===== src/hdl/bfd_pkg.sv =====
package bfd_pkg;

    localparam int DEF_MAX_WIDTH  = 4096;
    localparam int DEF_MAX_FACTOR = 8;

    localparam int CH_W        = 8;
    localparam int NUM_LANES   = 4;
    localparam int FACTOR_W    = 4;
    localparam int SRC_WIDTH_W = 13;
    localparam int OUT_COL_W   = 12;
    localparam int CFG_IDX_W   = 4;
    localparam int CFG_DATA_W  = 13;

    localparam logic [CFG_IDX_W-1:0] REG_FACTOR       = CFG_IDX_W'(0);
    localparam logic [CFG_IDX_W-1:0] REG_SOURCE_WIDTH = CFG_IDX_W'(1);

    localparam logic [FACTOR_W-1:0]    FACTOR_RESET    = FACTOR_W'(2);
    localparam logic [SRC_WIDTH_W-1:0] SRC_WIDTH_RESET = SRC_WIDTH_W'(4096);

    typedef logic [CH_W-1:0] chan_t;

    typedef enum logic [1:0] {
        ST_START,
        ST_DIV_WIDTH,
        ST_DIV_COLUMN,
        ST_RUN
    } ctrl_state_t;

    typedef struct packed {
        logic acc;
        logic byp;
        logic fresh;
        logic we;
        logic prod_load;
    } lane_ctl_t;

    typedef struct packed {
        logic                 load;
        logic                 valid;
        logic                 row_end;
        logic [OUT_COL_W-1:0] column;
    } merge_ctl_t;

endpackage


===== src/hdl/bfd_if.sv =====


interface bfd_pix_out_if import bfd_pkg::*; ();
    logic                 valid;
    logic                 ready;
    chan_t                red_out;
    chan_t                green_out;
    chan_t                blue_out;
    chan_t                alpha_out;
    logic [OUT_COL_W-1:0] out_column;
    logic                 row_end;

    modport source (
        output valid, red_out, green_out, blue_out, alpha_out, out_column, row_end,
        input  ready
    );
    modport sink (
        input  valid, red_out, green_out, blue_out, alpha_out, out_column, row_end,
        output ready
    );
endinterface



===== src/hdl/bfd_merge.sv =====
module bfd_merge
    import bfd_pkg::*;
(
    input  logic           clk,
    input  merge_ctl_t     ctl,
    input  chan_t          quo [NUM_LANES],
    bfd_pix_out_if.source  pix_out
);

    chan_t                ch_reg [NUM_LANES];
    logic [OUT_COL_W-1:0] column_reg;
    logic                 row_end_reg;

    always_ff @(posedge clk)
    begin
        if (ctl.load)
        begin
            for (int i = 0; i < NUM_LANES; i++)
            begin
                ch_reg[i] <= quo[i];
            end
            column_reg  <= ctl.column;
            row_end_reg <= ctl.row_end;
        end
    end

    assign pix_out.valid      = ctl.valid;
    assign pix_out.red_out    = ch_reg[0];
    assign pix_out.green_out  = ch_reg[1];
    assign pix_out.blue_out   = ch_reg[2];
    assign pix_out.alpha_out  = ch_reg[3];
    assign pix_out.out_column = column_reg;
    assign pix_out.row_end    = row_end_reg;

endmodule


===== src/flat_wrapper.sv =====
// flat-port wrapper written by rule: the top's interface ports become plain ports
module bfd_merge_flat import bfd_pkg::*;
  (clk, ctl, quo, pix_out_valid, pix_out_red_out, pix_out_green_out, pix_out_blue_out, pix_out_alpha_out, pix_out_out_column, pix_out_row_end, pix_out_ready);
  bfd_pix_out_if pix_out_i ();
  input  logic clk;
  input  merge_ctl_t ctl;
  input  chan_t quo[NUM_LANES];
  output wire logic [$bits(pix_out_i.valid)-1:0] pix_out_valid;
  output wire logic [$bits(pix_out_i.red_out)-1:0] pix_out_red_out;
  output wire logic [$bits(pix_out_i.green_out)-1:0] pix_out_green_out;
  output wire logic [$bits(pix_out_i.blue_out)-1:0] pix_out_blue_out;
  output wire logic [$bits(pix_out_i.alpha_out)-1:0] pix_out_alpha_out;
  output wire logic [$bits(pix_out_i.out_column)-1:0] pix_out_out_column;
  output wire logic [$bits(pix_out_i.row_end)-1:0] pix_out_row_end;
  input wire logic [$bits(pix_out_i.ready)-1:0] pix_out_ready;
  assign pix_out_valid = pix_out_i.valid;
  assign pix_out_red_out = pix_out_i.red_out;
  assign pix_out_green_out = pix_out_i.green_out;
  assign pix_out_blue_out = pix_out_i.blue_out;
  assign pix_out_alpha_out = pix_out_i.alpha_out;
  assign pix_out_out_column = pix_out_i.out_column;
  assign pix_out_row_end = pix_out_i.row_end;
  assign pix_out_i.ready = pix_out_ready;
  bfd_merge u_core (.clk(clk), .ctl(ctl), .quo(quo), .pix_out(pix_out_i));
endmodule

===== config.mk =====
export PLATFORM = sky130hd
export DESIGN_NAME = bfd_merge_flat
export DESIGN_NICKNAME = d
export VERILOG_FILES = /design/src/hdl/bfd_pkg.sv /design/src/hdl/bfd_if.sv /design/src/hdl/bfd_merge.sv /design/src/flat_wrapper.sv
export SDC_FILE = /design/constraint.sdc
export NUM_CORES = 1
export LEC_CHECK = 0
export ABC_AREA = 1
export BUFFER_PORTS_ARGS = -buffer_cell sky130_fd_sc_hd__buf_4
export CAP_MARGIN = 5
export CELL_PAD_IN_SITES_DETAIL_PLACEMENT = 1
export CELL_PAD_IN_SITES_GLOBAL_PLACEMENT = 1
export CORE_UTILIZATION = 31
export DETAILED_ROUTE_END_ITERATION = 7
export GPL_TIMING_DRIVEN = 0
export HOLD_SLACK_MARGIN = 0.1
export PLACE_DENSITY_LB_ADDON = 0.1
export SLEW_MARGIN = 20
export SYNTH_ARGS = -nofsm -noshare
export SYNTH_HDL_FRONTEND = slang
export SYNTH_SLANG_ARGS = --single-unit

===== constraint.sdc =====
create_clock -name clk -period 0.8 [get_ports clk]
set_clock_uncertainty 0.05 [all_clocks]
set_input_delay 0 -clock clk [delete_from_list [all_inputs] [get_ports clk]]
set_output_delay 0 -clock clk [all_outputs]
set_load 0.01 [all_outputs]

==> impl_results.md, run 1 <==
* NumNets Final at 239
* Unrepaired setup endpoints after global routing: yes
* Critical Path RT at 750 ps
* Fin crit share at 1.11
* Fmax at 1.12 GHz
* LEAKAGE at around 1.2 nW
* TritonRoute pass-1 iters at 4
* Die area at 0.00465 mm²
* Synth Area per Inst at around 30 µm²
* RePlAce Congestion at 0.642
* Outcome: finished with violations
* Slowest CP cell: edfxtp_1
* Worst VDD drop at 1.17 mV
* Worst setup SP type: flip-flop
* # Post-CTS Setup Buffers at 0
* Final ANT Viol Nets at 0
* IO Port Bufs at 92
* Final-report setup violation count at 45
* Fin. max-slew vios at 0
* Synth unique cells at 2
* CTS Sinks at 45
* Post-Layout Cell Count at 241
* Pwr Total at 0.00506 W
* Seq/Total Area, Yosys at 0.994
* Hold crit path type: in -> out
* Final Critical Period at 892 ps
* Seq cells post-synth at 45
* Fraction of layout cells with a size suffix above 1 at 0.518
* Die Ht at 68.2 µm
* P&R area growth vs syn at 106%
* Root buffer cell: clkbuf_8
* Core Box Area at roughly 0.0041 mm²
* Number of global-route vias before repair at 1,095
* Clock buffer depth at 2
* Worst-Margin Slew at 561 ps
* Cts bufs inserted at 5
* First-pass GRT wire length at around 5200 µm
* Die X at 68.2 µm
* Final number of hold-violating endpoints at 0
* Pre-CTS WS at -107 ps
* Final core utilization at 0.680
* Gr usage total at 0.166
* Routed WL per cell at 15.5 µm
* Crit-path cells: buf_6
* Worst Path Buf+Inv at 1
* N_diodes at 0
* CP max FO at 1
* Vias per inst at 4.19
* Largest net degree at the start of global routing at 46
* Initial antenna violation count at 0
* Final worst setup slack at -91.9 ps
* DR vias at 1,010
* CTS tree: done
* Cells after DPL at 188
* Initial detailed-routing violation count at 59
* Synth Net Count at 95
* H-tree level count at 2
* Boundary pin count at 95
* Routed wire length at 3750 µm
* Yosys warnings at 0
* Crit end category: output pin
* Violated checks: negative setup slack
* Max Cap Violations at 0
* Critical Path AT at 840 ps
* Gate Count Post-Synth at 46
* Slew headroom at 0.626
* Grt total ovfl at 0
* Initial Util at 0.330
* Max incr delay on CP at 410 ps
* Clock-pin slew on the worst setup and hold paths at 80 ps
* Max FFs per register at 32
* Area of the multi-input gates at 0 µm²
* Crit Path Class: reg -> out
* Rows at 23
* Pwr Density at ~1800 mW/mm²
* Multi-input gates at 0
* Remaining DRCs at 0
* Cell family with most CP delay: flip-flops
* Synth Cell Area at around 0.0014 mm²
## area by class of cell
cell class	instances	area [µm²]
Fill cell	369	1320
Buffer	1	7.51
Timing Repair Buffer	137	1290
Sequential cell	45	1350
Tap cell	50	62.6
Clock buffer	5	68.8
Clock inverter	3	12.5
## Yosys cell counts (all sizes together)
cell type	instances	area, µm²
buf	1	7.51
edfxtp	45	1350
## path summary, 6_finish.rpt
path / start / endpoint / slack, ps / depth (start not counted)
worst max-delay path: u_core.ch_reg[3][3] / pix_out_alpha_out[3] / -90 / 1
worst min-delay path: ctl[13] / pix_out_valid / 130 / 2
## cells by family (layout without fill, tap and decap cells)
logic type / after synthesis / after routing / synth area share
flip-flops: 45 / 45 / 0.994
buffers and inverters: 1 / 146 / 0.00553
## cell usage in the layout, fill, tap and decap left out
cell	n
buf_6	41
edfxtp_1	45
clkinv_2	1
clkinv_1	2
dlygate4sd3_1	45
clkbuf_8	5
buf_4	52
## power breakdown
part / internal [W] / switching, W
clock: 0.000589 / 0.000712
combinational: 0.000590 / 0.000282
sequential: 0.00281 / 0.0000856
## what timing repair did
action	in CTS	in global routing
setup endpoints to repair	45	45
hold buffers	45	0
gates resized for setup	24	17
endpoints found under the hold margin	45	0
gates cloned	0	0
## routing by layer
metal,track usage,up-vias,wire length [µm]
met1,0.154,486,1230
met4,0.0938,0,52
met3,0.0483,6,213
met5,0,-,0
met2,0.317,49,2250
li1,-,469,-
## through the flow
step / setup TNS, ps / hold WS, ps / cell area, µm²
2_1_floorplan: 0 / 41.8 / 1360
3_3_place_gp: -3960 / 128 / 2110
3_5_place_dp: -4720 / 128 / 2110
4_1_cts: -3300 / 128 / 2730
5_1_grt: -4550 / 134 / 2800
6_report: -2750 / 130 / 2800
No activity file was read; power rests on OpenSTA's default activity.
==> inputs of run 2 (changes only) <==
Settings changed: SKIP_CTS_REPAIR_TIMING from default to 1.
==> run 2 against run 1 <==
  * The run still ends with negative setup slack left
  * Via count is 1.4% lower
  * Cell count did not move
  * Sequential power is essentially flat
  * Hold slack is essentially flat
  * Largest cell class unchanged
==> impl_results.md, run 2 (synthesis gave the netlist of run 1 again) <==
* Fmax at 1.10 GHz (-1.5%)
* Hold crit path type: in -> out
* Max Cap Violations at 0 (unchanged)
* CTS Sinks at 45 (unchanged)
* RePlAce Congestion at 0.642 (unchanged)
* Fin. max-slew vios at 0 (unchanged)
* Root buffer cell: clkbuf_8
* Vias per inst at 4.13 (-1.4%)
* Routed wire length at 3920 µm (+4.6%)
* Final worst setup slack at -105 ps (-13.2 ps)
* Number of global-route vias before repair at 802 (-27%)
* Cell family with most CP delay: flip-flops
* Seq. cell area at 0.00135 mm² (unchanged)
* Die Ht at 68.2 µm (unchanged)
* Worst Path Buf+Inv at 1 (unchanged)
* Die area at 0.00465 mm² (unchanged)
* Cells after DPL at 188 (unchanged)
* Met3 WL at 200 µm (-6.1%)
* LEAKAGE at 1.17 nW (-0.21%)
* Initial antenna violation count at 0 (unchanged)
* Remaining DRCs at 0 (unchanged)
* Final Critical Period at 905 ps (+13.2 ps)
* Critical Path AT at 860 ps (+20 ps)
* Cts bufs inserted at 5 (unchanged)
* M1 WL at 1330 µm (+8.6%)
* Final-report setup violation count at 45 (unchanged)
* Slew headroom at 0.621 (-0.00506)
* CP max FO at 1 (unchanged)
* IO Port Bufs at 92 (unchanged)
* Clock buffer depth at 2 (unchanged)
* Commonest non-fill, non-tap cells in the layout: buf_4 (54), dlygate4sd3_1 (45), edfxtp_1 (45), buf_6 (39), clkbuf_8 (5)
* Multi-input gates at 0 (unchanged)
* Crit-path cells: buf_6
* Violated checks: negative setup slack
* CTS tree: done
* Largest net degree at the start of global routing at 46 (unchanged)
* Initial detailed-routing violation count at 57 (-3.4%)
* Critical Path RT at 750 ps (about the same)
* Routed WL per cell at 16.3 µm (+4.6%)
* Gr usage total at 0.128 (-0.0386)
* Boundary pin count at 95 (unchanged)
* Routed wl met2 at 2320 µm (+2.8%)
* Grt total ovfl at 0 (unchanged)
* Post-Layout Cell Count at 241 (unchanged)
* Worst VDD drop at 0.990 mV (-15%)
* Initial Util at 0.330 (unchanged)
* Fraction of layout cells with a size suffix above 1 at 0.518 (unchanged)
* Worst-Margin Slew at 569 ps (+7.59 ps)
* First-pass GRT wire length at 4000 µm (-23%)
* Final ANT Viol Nets at 0 (unchanged)
* TritonRoute pass-1 iters at 4 (unchanged)
* Area of the multi-input gates at 0 µm² (unchanged)
* N_diodes at 0 (unchanged)
* Die X at 68.2 µm (unchanged)
* Filler cell count at 373 (+1.1%)
* Slowest CP cell: edfxtp_1
* Final number of hold-violating endpoints at 0 (unchanged)
* Unrepaired setup endpoints after global routing: yes
* Pwr Density at 1820 mW/mm² (+0.52%)
* Crit end category: output pin
* Highest Signal Layer: met4
* Max incr delay on CP at 420 ps (about the same)
* Pre-CTS WS at -107 ps (unchanged)
* Worst setup SP type: flip-flop
* P&R area growth vs syn at 105%
* NumNets Final at 239 (unchanged)
* Core Box Area at 0.00412 mm² (unchanged)
* Clock-pin slew on the worst setup and hold paths at 80 ps (about the same)
* Worst hold slack at 130 ps (+0.0330 ps)
* Setup TNS Final at -2880 ps (-125 ps)
* Rows at 23 (unchanged)
* Max FFs per register at 32 (unchanged)
* Crit Path Class: reg -> out
* Fin crit share at 1.13 (+0.0165)
* Most common cell after layout, fill and taps aside: buf_4
* Outcome: finished with violations
* DR vias at 996 (-1.4%)
* H-tree level count at 2 (unchanged)
-- run 2: cell counts in the layout (fill, tap and decap cells not counted) --
Identical to the previous run, type by type.
-- run 2: layout make-up --
type / instances / area share
Clock buffer: 5 / 0.0247
Buffer: 1 / 0.00269
Clock inverter: 3 / 0.00448
Tap cell: 50 / 0.0224
Timing Repair Buffer: 137 / 0.461
Sequential cell: 45 / 0.484
-- run 2: metrics by stage --
stage | util | cell area (µm²) | power (W)
4_1_cts | 0.533 | 2190 | 0.00480
3_3_place_gp | 0.513 | 2110 | 0.00349
5_1_grt | 0.678 | 2790 | 0.00529
3_5_place_dp | 0.513 | 2110 | 0.00351
6_report | 0.678 | 2790 | 0.00508
2_1_floorplan | - | 1360 | 0.00301
-- run 2: report_power, final --
group	switching, W	internal [W]
clock network	0.000724	0.000589
registers	0.0000852	0.00280
logic	0.000287	0.000586
total	0.00110	0.00398
-- run 2: routing by layer --
metal / vias up / track usage
met2: 48 / 0.216
met5: - / 0
met3: 6 / 0.0433
met1: 473 / 0.137
met4: 0 / 0.0781
li1: 469 / -
-- run 2: path summary, 6_finish.rpt --
path	from	end	slack [ps]	depth (start not counted)
worst min-delay path	ctl[13]	pix_out_valid	130	2
worst max-delay path	u_core.ch_reg[0][5]	pix_out_red_out[5]	-110	1
==> inputs of run 3 (changes only) <==
Settings changed: CELL_PAD_IN_SITES_DETAIL_PLACEMENT 1 to 0.
==> run 3 against run 2 <==
  * The flow still finishes with violations (negative setup slack)
  * Clock power hardly changed
  * Wire length is 15% lower
  * Sequential share of layout area is 0.065 points higher
  * Critical path depth stayed put
  * First-iteration DRC count is 19% higher
  * Final area is 0.13% lower
==> impl_results.md, run 3 (synthesis gave the netlist of run 1 again) <==
* CP max FO at 1 (unchanged)
* Initial detailed-routing violation count at 68 (+19%)
* Post-Layout Cell Count at 241 (unchanged)
* Final number of hold-violating endpoints at 0 (unchanged)
* Slowest CP cell: edfxtp_1
* Final ANT Viol Nets at 0 (unchanged)
* Largest net degree at the start of global routing at 46 (unchanged)
* Setup TNS Final at -2630 ps (+245 ps)
* Fraction of layout cells with a size suffix above 1 at 0.518 (unchanged)
* Area of the multi-input gates at 0 µm² (unchanged)
* N_diodes at 0 (unchanged)
* Remaining DRCs at 0 (unchanged)
* Final worst setup slack at -76.7 ps (+28.4 ps)
* Critical Path AT at 830 ps (-30 ps)
* Worst path depth at 1 (unchanged)
* Met3 WL at 208 µm (+4.0%)
* Max Cap Violations at 0 (unchanged)
* Violated checks: negative setup slack
* Routed WL per cell at 13.8 µm (-15%)
* Clock buffer depth at 2 (unchanged)
* Cell family with most CP delay: flip-flops
* Routed wire length at 3320 µm (-15%)
* Core Box Area at 0.00412 mm² (unchanged)
* Comb pwr share at 0.170 (-0.002)
* Multi-input gates at 0 (unchanged)
* Crit Path Class: reg -> out
* Most common cell after layout, fill and taps aside: buf_4
* Highest Signal Layer: met4
* Root buffer cell: clkbuf_8
* Worst VDD drop at 1.17 mV (+18%)
* Pwr Density at 1810 mW/mm² (-0.73%)
* IO Port Bufs at 92 (unchanged)
* Cells after DPL at 188 (unchanged)
* Worst-Margin Slew at 557 ps (-12.0 ps)
* Final Critical Period at 877 ps (-28.4 ps)
* Sw Pwr at 0.00106 W (-3.6%)
* CTS Sinks at 45 (unchanged)
* Fmax at 1.14 GHz (+3.2%)
* Worst Hold Depth at 2 (unchanged)
* Outcome: finished with violations
* DR vias at 1,020 (+2.4%)
* Seq. cell area at 0.00135 mm² (unchanged)
* RePlAce Congestion at 0.642 (unchanged)
* Worst Path Buf+Inv at 1 (unchanged)
* Initial Util at 0.330 (unchanged)
* Worst setup SP type: flip-flop
* Unrepaired setup endpoints after global routing: yes
* P&R area growth vs syn at 105%
* Number of global-route vias before repair at 832 (+3.7%)
* H-tree level count at 2 (unchanged)
* CTS tree: done
* Slew headroom at 0.629 (+0.00801)
* Max FFs per register at 32 (unchanged)
* Routed wl met2 at 1900 µm (-18%)
* Clock-pin slew on the worst setup and hold paths at 80 ps (about the same)
* LEAKAGE at 1.17 nW (-0.11%)
* Grt total ovfl at 0 (unchanged)
* Fin. max-slew vios at 0 (unchanged)
* Fin crit share at 1.10 (-0.0355)
* Clock share of power at 0.257 (-0.002)
* Boundary pin count at 95 (unchanged)
* Gr usage total at 0.125 (-0.00263)
* Cts bufs inserted at 5 (unchanged)
* Max incr delay on CP at 380 ps (-40 ps)
* Rows at 23 (unchanged)
* Filler cell count at 324 (-13%)
* TritonRoute pass-1 iters at 4 (unchanged)
* M1 WL at 1080 µm (-19%)
* Pint at 0.00398 W (-0.11%)
* Die Ht at 68.2 µm (unchanged)
* Die X at 68.2 µm (unchanged)
* Flop pwr share at 0.573 (+0.004)
* First-pass GRT wire length at 3900 µm (-2.6%)
* Hold crit path type: in -> out
* Vias per inst at 4.23 (+2.4%)
* Final-report setup violation count at 45 (unchanged)
* Sw frac at 0.210 (-0.00594)
* Die area at 0.00465 mm² (unchanged)
* Crit end category: output pin
* Worst hold slack at 127 ps (-2.35 ps)
* Crit-path cells: buf_4
* Initial antenna violation count at 0 (unchanged)
* Critical Path RT at 750 ps (about the same)
* Commonest non-fill, non-tap cells in the layout: buf_4 (55), dlygate4sd3_1 (45), edfxtp_1 (45), buf_6 (38), clkbuf_8 (5)
* NumNets Final at 239 (unchanged)
run 3: path summary, 6_finish.rpt:
check                               start                    to  slack (ps)
worst max-delay path  u_core.ch_reg[3][5]  pix_out_alpha_out[5]         -80
worst min-delay path              ctl[13]         pix_out_valid         130
run 3: area by class of cell:
class,count,share of cell area
clock inverter,3,0.00449
clock buffer,5,0.0247
timing repair buffer,137,0.461
buffer,1,0.00269
sequential,45,0.485
tap,50,0.0225
run 3: power by group through the flow:
stage | logic [W] | clock network, W | registers (W)
finish | 0.000856 | 0.00129 | 0.00288
global route | 0.000911 | 0.00142 | 0.00290
CTS | 0.000596 | 0.00136 | 0.00286
detailed placement | 0.000596 | 0 | 0.00291
global placement | 0.000590 | 0 | 0.00290
floorplan | 0.00000515 | 0 | 0.00301
run 3: per-stage QoR:
stage               area, µm²  total power, W   util  setup slack (ps)
floorplan                1360         0.00301      -               356
global placement         2110         0.00349  0.513             -88.8
detailed placement       2110         0.00351  0.513              -108
CTS                      2190         0.00481  0.533              -104
global route             2790         0.00524  0.677              -121
finish                   2790         0.00503  0.677             -76.7
run 3: metal layers:
metal,GRT usage,up-vias
met5,0,-
met4,0.0781,0
met3,0.0433,13
met2,0.219,51
met1,0.126,485
li1,-,471
