--- src/hdl/bfd_pkg.sv ---
package bfd_pkg;

    localparam int DEF_MAX_WIDTH  = 4096;
    localparam int DEF_MAX_FACTOR = 8;

    localparam int CH_W        = 8;
    localparam int NUM_LANES   = 4;
    localparam int FACTOR_W    = 4;
    localparam int SRC_WIDTH_W = 13;
    localparam int OUT_COL_W   = 12;
    localparam int CFG_IDX_W   = 4;
    localparam int CFG_DATA_W  = 13;

    localparam logic [CFG_IDX_W-1:0] REG_FACTOR       = CFG_IDX_W'(0);
    localparam logic [CFG_IDX_W-1:0] REG_SOURCE_WIDTH = CFG_IDX_W'(1);

    localparam logic [FACTOR_W-1:0]    FACTOR_RESET    = FACTOR_W'(2);
    localparam logic [SRC_WIDTH_W-1:0] SRC_WIDTH_RESET = SRC_WIDTH_W'(4096);

    typedef logic [CH_W-1:0] chan_t;

    typedef enum logic [1:0] {
        ST_START,
        ST_DIV_WIDTH,
        ST_DIV_COLUMN,
        ST_RUN
    } ctrl_state_t;

    typedef struct packed {
        logic acc;
        logic byp;
        logic fresh;
        logic we;
        logic prod_load;
    } lane_ctl_t;

    typedef struct packed {
        logic                 load;
        logic                 valid;
        logic                 row_end;
        logic [OUT_COL_W-1:0] column;
    } merge_ctl_t;

endpackage

--- src/hdl/bfd_if.sv ---
interface bfd_pix_in_if import bfd_pkg::*; ();
    logic  valid;
    logic  ready;
    logic  frame_start;
    chan_t red_in;
    chan_t green_in;
    chan_t blue_in;
    chan_t alpha_in;

    modport source (
        output valid, frame_start, red_in, green_in, blue_in, alpha_in,
        input  ready
    );
    modport sink (
        input  valid, frame_start, red_in, green_in, blue_in, alpha_in,
        output ready
    );
endinterface


interface bfd_cfg_if import bfd_pkg::*; ();
    logic                  valid;
    logic                  ready;
    logic [CFG_IDX_W-1:0]  index;
    logic [CFG_DATA_W-1:0] data;

    modport source (
        output valid, index, data,
        input  ready
    );
    modport sink (
        input  valid, index, data,
        output ready
    );
endinterface

--- src/hdl/bfd_ctrl.sv ---
module bfd_ctrl
    import bfd_pkg::*;
#(
    parameter int  MAX_WIDTH  = DEF_MAX_WIDTH,
    parameter int  MAX_FACTOR = DEF_MAX_FACTOR,
    localparam int CW         = $clog2(MAX_WIDTH),
    localparam int WW         = $clog2(MAX_WIDTH) + 1,
    localparam int FW         = $clog2(MAX_FACTOR + 1),
    localparam int RW         = $clog2(MAX_FACTOR),
    localparam int CNW        = $clog2(WW)
)
(
    input  logic              clk,
    input  logic              rst_n,
    bfd_pix_in_if.sink        pix_in,
    bfd_cfg_if.sink           cfg,
    input  logic              out_ready,
    output lane_ctl_t         lane_ctl,
    output logic [CW-1:0]     rd_addr,
    output logic [CW-1:0]     wr_addr,
    output logic [FW-1:0]     eff_factor,
    output merge_ctl_t        merge_ctl
);

    ctrl_state_t            state_reg, state_next;
    logic [FACTOR_W-1:0]    factor_reg, factor_next;
    logic [SRC_WIDTH_W-1:0] width_reg, width_next;
    logic [CW-1:0]          col_reg, col_next;
    logic [RW-1:0]          row_reg, row_next;
    logic [RW-1:0]          cib_reg, cib_next;
    logic [CW-1:0]          oc_reg, oc_next;
    logic [WW-1:0]          blocks_reg, blocks_next;
    logic [WW-1:0]          dvd_reg, dvd_next;
    logic [FW-1:0]          rem_reg, rem_next;
    logic [CNW-1:0]         cnt_reg, cnt_next;

    logic                   s1_v_reg, s1_v_next;
    logic                   s1_fresh_reg;
    logic                   s1_wr_reg;
    logic                   s1_emit_reg;
    logic                   s1_row_end_reg;
    logic [CW-1:0]          s1_addr_reg;
    logic [OUT_COL_W-1:0]   s1_col_reg;
    logic                   s2_v_reg, s2_v_next;
    logic                   s2_row_end_reg;
    logic [OUT_COL_W-1:0]   s2_col_reg;
    logic                   out_v_reg, out_v_next;

    logic [WW-1:0]          eff_w;
    logic [FW-1:0]          eff_f;

    logic [CW-1:0]          oc0, oc1;
    logic [FW-1:0]          row0, row1, cib0, cib1;
    logic [WW-1:0]          col1;
    logic                   in_block, fresh, last, emit, row_end;

    logic [FW:0]            rem_sh;
    logic                   ge;
    logic [FW-1:0]          rem_new;
    logic [WW-1:0]          dvd_new;

    logic                   out_free, s2_leave, s2_free, s1_leave, s2_load, s1_free;
    logic                   in_ready, acc;

    always_comb
    begin
        if (width_reg == '0)
        begin
            eff_w = WW'(1);
        end
        else if (int'(width_reg) > MAX_WIDTH)
        begin
            eff_w = WW'(MAX_WIDTH);
        end
        else
        begin
            eff_w = WW'(width_reg);
        end

        if (factor_reg == '0)
        begin
            eff_f = FW'(1);
        end
        else if (int'(factor_reg) > MAX_FACTOR)
        begin
            eff_f = FW'(MAX_FACTOR);
        end
        else
        begin
            eff_f = FW'(factor_reg);
        end
    end

    // position of the arriving pixel and position after it
    always_comb
    begin
        row0 = FW'(row_reg);
        cib0 = FW'(cib_reg);
        oc0  = oc_reg;
        col1 = WW'(col_reg) + WW'(1);
        if (pix_in.frame_start)
        begin
            row0 = '0;
            cib0 = '0;
            oc0  = '0;
            col1 = WW'(1);
        end
        else if (WW'(col_reg) >= eff_w)
        begin
            row0 = row0 + FW'(1);
            cib0 = '0;
            oc0  = '0;
            col1 = WW'(1);
        end
        if (row0 >= eff_f)
        begin
            row0 = '0;
        end

        in_block = WW'(oc0) < blocks_reg;
        fresh    = (row0 == '0) && (cib0 == '0);
        last     = (row0 == eff_f - FW'(1)) && (cib0 == eff_f - FW'(1));
        emit     = in_block && last;
        row_end  = WW'(oc0) == blocks_reg - WW'(1);

        row1 = row0;
        cib1 = cib0 + FW'(1);
        oc1  = oc0;
        if (cib1 == eff_f)
        begin
            cib1 = '0;
            oc1  = oc0 + CW'(1);
        end
        if (col1 >= eff_w)
        begin
            col1 = '0;
            row1 = row0 + FW'(1);
            cib1 = '0;
            oc1  = '0;
            if (row1 >= eff_f)
            begin
                row1 = '0;
            end
        end
    end

    // one restoring division step per cycle
    always_comb
    begin
        rem_sh  = {rem_reg, dvd_reg[WW-1]};
        ge      = rem_sh >= {1'b0, eff_f};
        rem_new = ge ? FW'(rem_sh - {1'b0, eff_f}) : FW'(rem_sh);
        dvd_new = {dvd_reg[WW-2:0], ge};
    end

    always_comb
    begin
        out_free = !out_v_reg || out_ready;
        s2_leave = s2_v_reg && out_free;
        s2_free  = !s2_v_reg || out_free;
        s1_leave = s1_v_reg && (!s1_emit_reg || s2_free);
        s2_load  = s1_leave && s1_emit_reg;
        s1_free  = !s1_v_reg || s1_leave;
        in_ready = (state_reg == ST_RUN) && s1_free;
        acc      = pix_in.valid && in_ready;
    end

    always_comb
    begin
        state_next  = state_reg;
        factor_next = factor_reg;
        width_next  = width_reg;
        col_next    = col_reg;
        row_next    = row_reg;
        cib_next    = cib_reg;
        oc_next     = oc_reg;
        blocks_next = blocks_reg;
        dvd_next    = dvd_reg;
        rem_next    = rem_reg;
        cnt_next    = cnt_reg;

        case (state_reg)
            ST_START:
            begin
                dvd_next   = eff_w;
                rem_next   = '0;
                cnt_next   = '0;
                state_next = ST_DIV_WIDTH;
            end
            ST_DIV_WIDTH:
            begin
                dvd_next = dvd_new;
                rem_next = rem_new;
                cnt_next = cnt_reg + CNW'(1);
                if (cnt_reg == CNW'(WW - 1))
                begin
                    blocks_next = dvd_new;
                    dvd_next    = WW'(col_reg);
                    rem_next    = '0;
                    cnt_next    = '0;
                    state_next  = ST_DIV_COLUMN;
                end
            end
            ST_DIV_COLUMN:
            begin
                dvd_next = dvd_new;
                rem_next = rem_new;
                cnt_next = cnt_reg + CNW'(1);
                if (cnt_reg == CNW'(WW - 1))
                begin
                    oc_next    = CW'(dvd_new);
                    cib_next   = RW'(rem_new);
                    state_next = ST_RUN;
                end
            end
            ST_RUN:
            begin
                if (acc)
                begin
                    col_next = CW'(col1);
                    row_next = RW'(row1);
                    cib_next = RW'(cib1);
                    oc_next  = oc1;
                end
            end
            default:
            begin
                state_next = ST_START;
            end
        endcase

        if (cfg.valid)
        begin
            state_next = ST_START;
            case (cfg.index)
                REG_FACTOR:       factor_next = cfg.data[FACTOR_W-1:0];
                REG_SOURCE_WIDTH: width_next  = cfg.data[SRC_WIDTH_W-1:0];
                default:          ;
            endcase
        end

        s1_v_next  = acc ? 1'b1 : (s1_leave ? 1'b0 : s1_v_reg);
        s2_v_next  = s2_load ? 1'b1 : (s2_leave ? 1'b0 : s2_v_reg);
        out_v_next = s2_leave ? 1'b1 : (out_ready ? 1'b0 : out_v_reg);
    end

    always_ff @(posedge clk or negedge rst_n)
    begin
        if (!rst_n)
        begin
            state_reg  <= ST_START;
            factor_reg <= FACTOR_RESET;
            width_reg  <= SRC_WIDTH_RESET;
            col_reg    <= '0;
            row_reg    <= '0;
            cib_reg    <= '0;
            oc_reg     <= '0;
            blocks_reg <= '0;
            dvd_reg    <= '0;
            rem_reg    <= '0;
            cnt_reg    <= '0;
            s1_v_reg   <= 1'b0;
            s2_v_reg   <= 1'b0;
            out_v_reg  <= 1'b0;
        end
        else
        begin
            state_reg  <= state_next;
            factor_reg <= factor_next;
            width_reg  <= width_next;
            col_reg    <= col_next;
            row_reg    <= row_next;
            cib_reg    <= cib_next;
            oc_reg     <= oc_next;
            blocks_reg <= blocks_next;
            dvd_reg    <= dvd_next;
            rem_reg    <= rem_next;
            cnt_reg    <= cnt_next;
            s1_v_reg   <= s1_v_next;
            s2_v_reg   <= s2_v_next;
            out_v_reg  <= out_v_next;
        end
    end

    always_ff @(posedge clk)
    begin
        if (acc)
        begin
            s1_fresh_reg   <= fresh;
            s1_wr_reg      <= in_block;
            s1_emit_reg    <= emit;
            s1_row_end_reg <= row_end;
            s1_addr_reg    <= oc0;
            s1_col_reg     <= OUT_COL_W'(oc0);
        end
        if (s2_load)
        begin
            s2_row_end_reg <= s1_row_end_reg;
            s2_col_reg     <= s1_col_reg;
        end
    end

    assign pix_in.ready = in_ready;
    assign cfg.ready    = 1'b1;

    // item in the sum stage writes the same column this cycle
    assign lane_ctl.acc       = acc;
    assign lane_ctl.byp       = s1_v_reg && s1_wr_reg && s1_leave && (s1_addr_reg == oc0);
    assign lane_ctl.fresh     = s1_fresh_reg;
    assign lane_ctl.we        = s1_leave && s1_wr_reg;
    assign lane_ctl.prod_load = s2_load;

    assign rd_addr    = oc0;
    assign wr_addr    = s1_addr_reg;
    assign eff_factor = eff_f;

    assign merge_ctl.load    = s2_leave;
    assign merge_ctl.valid   = out_v_reg;
    assign merge_ctl.row_end = s2_row_end_reg;
    assign merge_ctl.column  = s2_col_reg;

endmodule

--- src/flat_wrapper.sv ---
// flat-port wrapper written by rule: the top's interface ports become plain ports
module bfd_ctrl_flat import bfd_pkg::*;
#(
    parameter int  MAX_WIDTH  = DEF_MAX_WIDTH,
    parameter int  MAX_FACTOR = DEF_MAX_FACTOR,
    localparam int CW         = $clog2(MAX_WIDTH),
    localparam int WW         = $clog2(MAX_WIDTH) + 1,
    localparam int FW         = $clog2(MAX_FACTOR + 1),
    localparam int RW         = $clog2(MAX_FACTOR),
    localparam int CNW        = $clog2(WW)
)
  (clk, rst_n, out_ready, lane_ctl, rd_addr, wr_addr, eff_factor, merge_ctl, pix_in_valid, pix_in_frame_start, pix_in_red_in, pix_in_green_in, pix_in_blue_in, pix_in_alpha_in, pix_in_ready, cfg_valid, cfg_index, cfg_data, cfg_ready);
  bfd_pix_in_if pix_in_i ();
  bfd_cfg_if cfg_i ();
  input  logic clk;
  input  logic rst_n;
  input  logic out_ready;
  output lane_ctl_t lane_ctl;
  output logic [CW-1:0] rd_addr;
  output logic [CW-1:0] wr_addr;
  output logic [FW-1:0] eff_factor;
  output merge_ctl_t merge_ctl;
  input wire logic [$bits(pix_in_i.valid)-1:0] pix_in_valid;
  input wire logic [$bits(pix_in_i.frame_start)-1:0] pix_in_frame_start;
  input wire logic [$bits(pix_in_i.red_in)-1:0] pix_in_red_in;
  input wire logic [$bits(pix_in_i.green_in)-1:0] pix_in_green_in;
  input wire logic [$bits(pix_in_i.blue_in)-1:0] pix_in_blue_in;
  input wire logic [$bits(pix_in_i.alpha_in)-1:0] pix_in_alpha_in;
  output wire logic [$bits(pix_in_i.ready)-1:0] pix_in_ready;
  input wire logic [$bits(cfg_i.valid)-1:0] cfg_valid;
  input wire logic [$bits(cfg_i.index)-1:0] cfg_index;
  input wire logic [$bits(cfg_i.data)-1:0] cfg_data;
  output wire logic [$bits(cfg_i.ready)-1:0] cfg_ready;
  assign pix_in_i.valid = pix_in_valid;
  assign pix_in_i.frame_start = pix_in_frame_start;
  assign pix_in_i.red_in = pix_in_red_in;
  assign pix_in_i.green_in = pix_in_green_in;
  assign pix_in_i.blue_in = pix_in_blue_in;
  assign pix_in_i.alpha_in = pix_in_alpha_in;
  assign pix_in_ready = pix_in_i.ready;
  assign cfg_i.valid = cfg_valid;
  assign cfg_i.index = cfg_index;
  assign cfg_i.data = cfg_data;
  assign cfg_ready = cfg_i.ready;
  bfd_ctrl #(.MAX_WIDTH(MAX_WIDTH), .MAX_FACTOR(MAX_FACTOR)) u_core (.clk(clk), .rst_n(rst_n), .pix_in(pix_in_i), .cfg(cfg_i), .out_ready(out_ready), .lane_ctl(lane_ctl), .rd_addr(rd_addr), .wr_addr(wr_addr), .eff_factor(eff_factor), .merge_ctl(merge_ctl));
endmodule
--- config.mk ---
export PLATFORM = sky130hd
export DESIGN_NAME = bfd_ctrl_flat
export DESIGN_NICKNAME = d
export VERILOG_FILES = /design/src/hdl/bfd_pkg.sv /design/src/hdl/bfd_if.sv /design/src/hdl/bfd_ctrl.sv /design/src/flat_wrapper.sv
export SDC_FILE = /design/constraint.sdc
export NUM_CORES = 1
export LEC_CHECK = 0
export BUFFER_PORTS_ARGS = -buffer_cell sky130_fd_sc_hd__buf_2
export CORE_UTILIZATION = 50
export CTS_CLUSTER_DIAMETER = 80
export DETAILED_ROUTE_END_ITERATION = 6
export PLACE_DENSITY = 0.73
export SYNTH_ARGS = -nofsm -noshare
export SYNTH_HDL_FRONTEND = slang
export SYNTH_SLANG_ARGS = --single-unit
export TNS_END_PERCENT = 20
--- constraint.sdc ---
create_clock -name clk -period 6.4 [get_ports clk]
set_input_delay 0.96 -clock clk [delete_from_list [all_inputs] [get_ports clk]]
set_output_delay 0.96 -clock clk [all_outputs]
set_load 0.1 [all_outputs]
==> results of run 1 <==
==> cells in the mapped netlist, types with 13 or more instances <==
cell	number	area [µm²]
o21ai_0	40	200
mux2_2	18	203
and3_1	13	81.3
o31ai_1	17	128
xnor2_1	33	289
nor2_1	64	240
edfxtp_1	29	871
dfrtp_1	84	2100
nand2_1	99	372
a21o_1	19	143
nand3_1	26	130
inv_1	43	161
ha_1	65	813
a21oi_1	41	205
nor3_1	16	80.1
nand4_1	16	100
clkbuf_1	34	128
nor4_1	17	106
==> cell usage in the layout, fill, tap and decap left out, types with 10 or more instances in the layout <==
cell	netlist	final
buf_2	0	70
buf_4	7	11
inv_1	43	43
nand3_1	26	26
o21ai_0	40	40
ha_1	65	65
nor3_1	16	16
xor2_1	12	12
a21o_1	19	19
and3_1	13	13
dfrtp_1	84	84
nor2_1	64	64
a21oi_1	41	41
xnor2_1	33	33
clkbuf_16	0	17
a221oi_1	11	11
edfxtp_1	29	29
o31ai_1	17	17
and2_1	11	11
a31oi_1	10	10
mux2_2	18	18
nand4_1	16	16
nand2b_1	10	10
nand2_1	99	99
nor4_1	17	16
==> worst max-delay path, stage by stage (launching register included) <==
cell and delay (ns):
dfrtp_1 0.43, nor4_1 0.43, a31oi_1 0.16, nor2_1 0.26, ha_1 0.29, nor2b_1 0.10
o21ai_1 0.09, a311oi_1 0.45, o21ai_1 0.34, xor2_1 0.27, nand2_1 0.08, ha_1 0.27
nand2b_1 0.14, a21o_1 0.17, a21o_1 0.18, a21o_1 0.21, nor3_1 0.36, ha_1 0.32
ha_1 0.27, a21o_1 0.15, a21o_1 0.17, a21oi_1 0.32, nand2b_1 0.09, a22o_1 0.20
a31oi_1 0.15
==> logic make-up (layout without fill, tap and decap cells) <==
group,after synthesis,in the layout,synth area share
flops,115,115,0.392
fa+ha+maj,66,66,0.108
compound gates,194,194,0.171
mux,23,23,0.0328
xor+xnor,45,45,0.0511
simple gates,307,307,0.197
other cells,1,1,0.000486
buf+inv,90,157,0.0479
==> stage by stage <==
stage	power [mW]	std cells	cell area [µm²]
after floorplan	2.25	841	7720
after global placement	2.58	1064	8190
after detailed placement	2.62	1064	8190
after CTS	3.62	1096	8810
after global routing	3.82	1096	8810
final	3.63	1096	8810
==> power by group through the flow <==
stage	sequential, mW	combinational (mW)	clock, mW
finish	1.12	1.51	0.999
global route	1.14	1.64	1.04
CTS	1.11	1.50	1.01
detailed placement	1.13	1.49	0
global placement	1.12	1.46	0
floorplan	1.07	1.18	0
==> final timing paths <==
path                                            startpoint                               to  slack [ns]  cells after the start
min in group asynchronous                            rst_n    u_core.cib_reg[1]$_DFFE_PN0P_        0.47                      1
max in group asynchronous                            rst_n    u_core.dvd_reg[7]$_DFFE_PN0P_        4.85                      2
setup reg to reg           u_core.width_reg[5]$_DFFE_PN0P_    u_core.row_reg[2]$_DFFE_PN0P_        0.43                     24
hold / removal             u_core.s1_row_end_reg$_DFFE_PP_  u_core.s2_row_end_reg$_DFFE_PP_        0.43                      0
hold reg to reg            u_core.s1_row_end_reg$_DFFE_PP_  u_core.s2_row_end_reg$_DFFE_PP_        0.43                      0
setup / recovery           u_core.width_reg[5]$_DFFE_PN0P_    u_core.row_reg[2]$_DFFE_PN0P_        0.43                     24
==> final cells by class <==
class | count | area share
Clock buffer | 21 | 0.0523
Clock inverter | 11 | 0.0179
Inverter | 44 | 0.0193
Multi-Input combinational cell | 636 | 0.491
Sequential cell | 115 | 0.343
Tap cell | 188 | 0.0267
Timing Repair Buffer | 81 | 0.0491
==> metal layers <==
| layer | track usage | share of wire |
|---|---|---|
| met3 | 0.0501 | 0.065 |
| met1 | 0.341 | 0.44 |
| met2 | 0.413 | 0.47 |
| met5 | 0 | 0 |
| met4 | 0.102 | 0.024 |
==> impl_metrics.py, run 1 <==
metrics = {
    "global_route": {
        "grt_pass1_vias": 6039,
        "grt_max_degree": 60,
        "grt_use_total": 0.257,
        "grt_overflow": 0,
        "antenna_found_initial": 0,
        "grt_pass1_wl_um": 31800,
    },
    "place": {
        "post-place-ws_ns": 0.525,
        "dpl.hpwl_um": 14600,
        "numPortBuffers": 71,
        "routabilityCongestion": 0.922,
    },
    "min_path": {
        "hold_class": "reg -> reg",
    },
    "timing": {
        "period_share": 0.933,
        "hold_viol_final": 0,
        "max_freq_mhz": 167,
        "rsz0062_at_grt": "false",
        "setup_viol_count_final": 0,
        "slew_headroom": 0.267,
        "tns_ns": 0,
        "whs_ns": 0.430,
        "worst_slew_pin_slew_ns": 1.10,
        "drv_slew": 0,
        "skew_ns": 0.0120,
        "layout_setup_ws_ns": 0.428,
        "timing.final.crit_period_ns": 5.97,
    },
    "run": {
        "maxCapViolCount": 0,
    },
    "layout": {
        "multiInputGateArea_um2": 4330,
        "ff_latch_area_um2": 3030,
        "layout.nets": 1016,
        "drive_above_1_share": 0.156,
        "utilization": 0.582,
        "area_growth_pct": 14.3,
        "diodes": 0,
        "fill_cells": 1321,
    },
    "clocking": {
        "clk_pin_slew_worst_paths_ns": 0.05,
        "ctsLongestPathBuffers": 2,
        "cts_made_buffers": 17,
        "post_cts_buffers": 0,
        "cts_root_buffer": "clkbuf_16",
        "h-tree-depth": 4,
        "cts_sinks": 115,
        "postCtsResizedCells": 0,
        "clock_latency_ns": 0.42,
        "hold_buffers": 0,
        "cts_tree": "yes",
    },
    "synth": {
        "synthCells": 841,
        "synth_edf_count": 29,
        "yosys_warnings": 0,
        "synth_cell_types": 71,
        "async_reset_ff_frac": 0.748,
        "syn_area_per_cell_um2": 9.17,
        "syn_nets": 962,
        "synthesis.area_um2": 7710,
        "ys_ff_latch": 115,
        "seq_area_frac_synth": 0.392,
        "ys.flop_type": "dfrtp_1",
    },
    "worst_setup_path": {
        "required_ns": 6.74,
        "crit_fanout": 7,
        "critPathArrivalTime_ns": 6.31,
        "start_kind": "flip-flop",
        "critPathKind": "reg -> reg",
        "critPathCaptureType": "flip-flop",
    },
    "floorplan": {
        "fp-row-count": 45,
        "start_util": 0.509,
        "die_x_um": 126,
        "io_pins": 105,
        "core_um2": 15100,
        "die_y_um": 126,
        "dieArea_um2": 15900,
    },
    "power": {
        "power.internal_mw": 2.08,
        "p_comb_frac": 0.416,
        "pwr-share-seq": 0.309,
        "ir_drop_v": 0.000193,
        "p_sw_mw": 1.54,
        "p_clk_frac": 0.275,
        "p_leak_nw": 3.93,
        "switching_share": 0.425,
        "powerDensity_nw_per_um2": 411,
    },
    "routing": {
        "ant_nets": 0,
        "drt-total-wl_um": 19900,
        "wl_per_cell_um": 18.1,
        "vias": 6657,
        "first_iter_violations": 566,
        "firstDrtPassIters": 6,
        "avgViaCountPerCell": 6.07,
        "drc": 0,
    },
    "run_status": {
        "outcome": "finished, final reports clean",
    },
}
No activity file was read; power rests on OpenSTA's default activity.
==> inputs of run 2 (changes only) <==
- CORE_ASPECT_RATIO: not set -> 0.5
==> run 2 against run 1 <==
Power shrank 0.82%; global-route usage grew 0.36 points; critical path depth shrank 2; combinational power is essentially flat; sequential cell count is the same; final area shrank 0.18%; register-to-register slack gained 0.13 ns; via count grew 1.1%; cell count grew 0.91%; non-clock buffer count shrank 1; first-iteration DRC count grew 25%; die area grew 0.19%; largest cell class unchanged.
==> impl_metrics.py, run 2 (synthesized netlist as in run 1, its figures left out) <==
metrics = {
    "clocking": {
        "cts_root_buffer": "clkbuf_16",
        "cts_tree": "yes",
        "clk_pin_slew_worst_paths_ns": 0.06,
        "cts_made_buffers": 17,
        "hold_buffers": 0,
        "ctsLongestPathBuffers": 2,
        "h-tree-depth": 4,
        "cts_sinks": 115,
        "post_cts_buffers": 0,
        "postCtsResizedCells": 0,
        "clock_latency_ns": 0.42,
    },
    "global_route": {
        "grt_max_degree": 61,
        "grt_overflow": 0,
        "grt_pass1_vias": 6363,
        "antenna_found_initial": 0,
        "grt_pass1_wl_um": 32400,
        "grt_use_total": 0.260,
    },
    "layout": {
        "area_growth_pct": 14.1,
        "layout_commonest_cell": "nand2_1",
        "drive_above_1_share": 0.163,
        "fill_cells": 1291,
        "layout.nets": 1016,
        "diodes": 0,
        "final_cell_mix": "nand2_1 (99), dfrtp_1 (84), buf_2 (70)",
    },
    "worst_setup_path": {
        "rr_startpoint": "u_core.width_reg[12]$_DFFE_PN1P_",
        "crit_fanout": 13,
        "critPathKind": "reg -> reg",
        "slowest_delay_ns": 0.63,
        "required_ns": 6.74,
        "path_delay_family": "compound AO/OA/AOI/OAI gates",
        "critPathLaunch": "u_core.width_reg[12]$_DFFE_PN1P_",
        "reg2reg_to": "u_core.row_reg[2]$_DFFE_PN0P_",
        "crit_path_frequent_cell": "a21o_1",
        "critPathCaptureType": "flip-flop",
        "r2r_cells": 22,
        "crit_buf_inv": 1,
        "path_cells": "clkinvlp_4 -> nand2_1 -> ha_1 -> a211oi_2 -> o21ba_2 -> a21o_1 -> o21ai_1 -> mux2i_1 -> nor2_1 -> ha_1 -> a21o_1 -> a21o_1 -> a21o_1 -> nor3_1 -> ha_1 -> ha_1 -> a21o_1 -> a21o_1 -> a21oi_1 -> nand2b_1 -> a22o_1 -> a31oi_1",
        "ff2ff_setup_slack_ns": 0.56,
        "critPathArrivalTime_ns": 6.18,
        "start_kind": "flip-flop",
        "crit_path_top_delay_cell": "dfstp_2",
    },
    "floorplan": {
        "dieArea_um2": 16000,
        "fp-row-count": 31,
        "die_y_um": 89.8,
        "die_x_um": 178,
        "start_util": 0.523,
        "core_um2": 14700,
        "io_pins": 105,
    },
    "timing": {
        "setup_viol_count_final": 0,
        "drv_slew": 0,
        "rsz0062_at_grt": "false",
        "timing.final.crit_period_ns": 5.84,
        "slew_headroom": 0.212,
        "period_share": 0.912,
        "worst_slew_pin_slew_ns": 1.18,
        "skew_ns": 0.0122,
        "hold_viol_final": 0,
        "tns_ns": 0,
        "max_freq_mhz": 171,
    },
    "power": {
        "finalPower_mw": 3.60,
        "ir_drop_v": 0.000220,
        "powerDensity_nw_per_um2": 409,
        "p_leak_nw": 3.91,
    },
    "place": {
        "dpl.hpwl_um": 14900,
        "routabilityCongestion": 0.921,
        "numPortBuffers": 71,
    },
    "min_path": {
        "hold_class": "reg -> reg",
        "hold_depth": 0,
        "worstHoldStart": "u_core.s1_row_end_reg$_DFFE_PP_",
        "min_to": "u_core.s2_row_end_reg$_DFFE_PP_",
    },
    "routing": {
        "ant_nets": 0,
        "first_iter_violations": 705,
        "firstDrtPassIters": 7,
        "vias": 6732,
        "wl_per_cell_um": 18.5,
        "avgViaCountPerCell": 6.09,
        "drt-total-wl_um": 20500,
        "drc": 0,
    },
    "run_status": {
        "outcome": "finished, final reports clean",
    },
    "run": {
        "maxCapViolCount": 0,
    },
}
run 2: layout make-up:
class	instances	area, µm²	area share
Clock inverter	15	156	0.0178
Inverter	44	174	0.0198
Sequential cell	115	3030	0.344
Clock buffer	17	425	0.0484
Multi-Input combinational cell	636	4340	0.493
Tap cell	198	248	0.0282
Timing Repair Buffer	80	425	0.0484
Timing Repair inverter	1	5.00	0.000569
run 2: worst max-delay path by stage:
stage                     slack (ns)                             to  depth (start not counted)
after floorplan                 0.35                    lane_ctl[3]                         13
after global placement          0.55  u_core.row_reg[2]$_DFFE_PN0P_                         22
after detailed placement        0.42  u_core.row_reg[2]$_DFFE_PN0P_                         22
after CTS                       0.38  u_core.row_reg[2]$_DFFE_PN0P_                         22
after global routing            0.15  u_core.row_reg[2]$_DFFE_PN0P_                         23
final                           0.56  u_core.row_reg[2]$_DFFE_PN0P_                         22
run 2: through the flow:
stage	cells	cell area [µm²]	setup slack (ns)	utilization	hold WS, ns
floorplan	841	7720	0.349	-	0.400
global placement	1073	8200	0.553	0.556	0.401
finish	1106	8800	0.562	0.597	0.430
detailed placement	1073	8200	0.421	0.556	0.413
global route	1106	8800	0.152	0.597	0.450
CTS	1105	8780	0.383	0.596	0.427
run 2: metal layers:
metal  part of all wire  up-vias  track usage
met4              0.021        0       0.0876
met1               0.47     3228        0.373
li1                   -     3175            -
met3              0.085       39       0.0444
met2               0.43      290        0.397
met5                  0        -            0
run 2: report_power, final:
| part | switching, mW | total (mW) | internal [mW] |
|---|---|---|---|
| Clock | 0.370 | 0.945 | 0.576 |
| Sequential | 0.231 | 1.14 | 0.908 |
| Combinational | 0.999 | 1.51 | 0.513 |
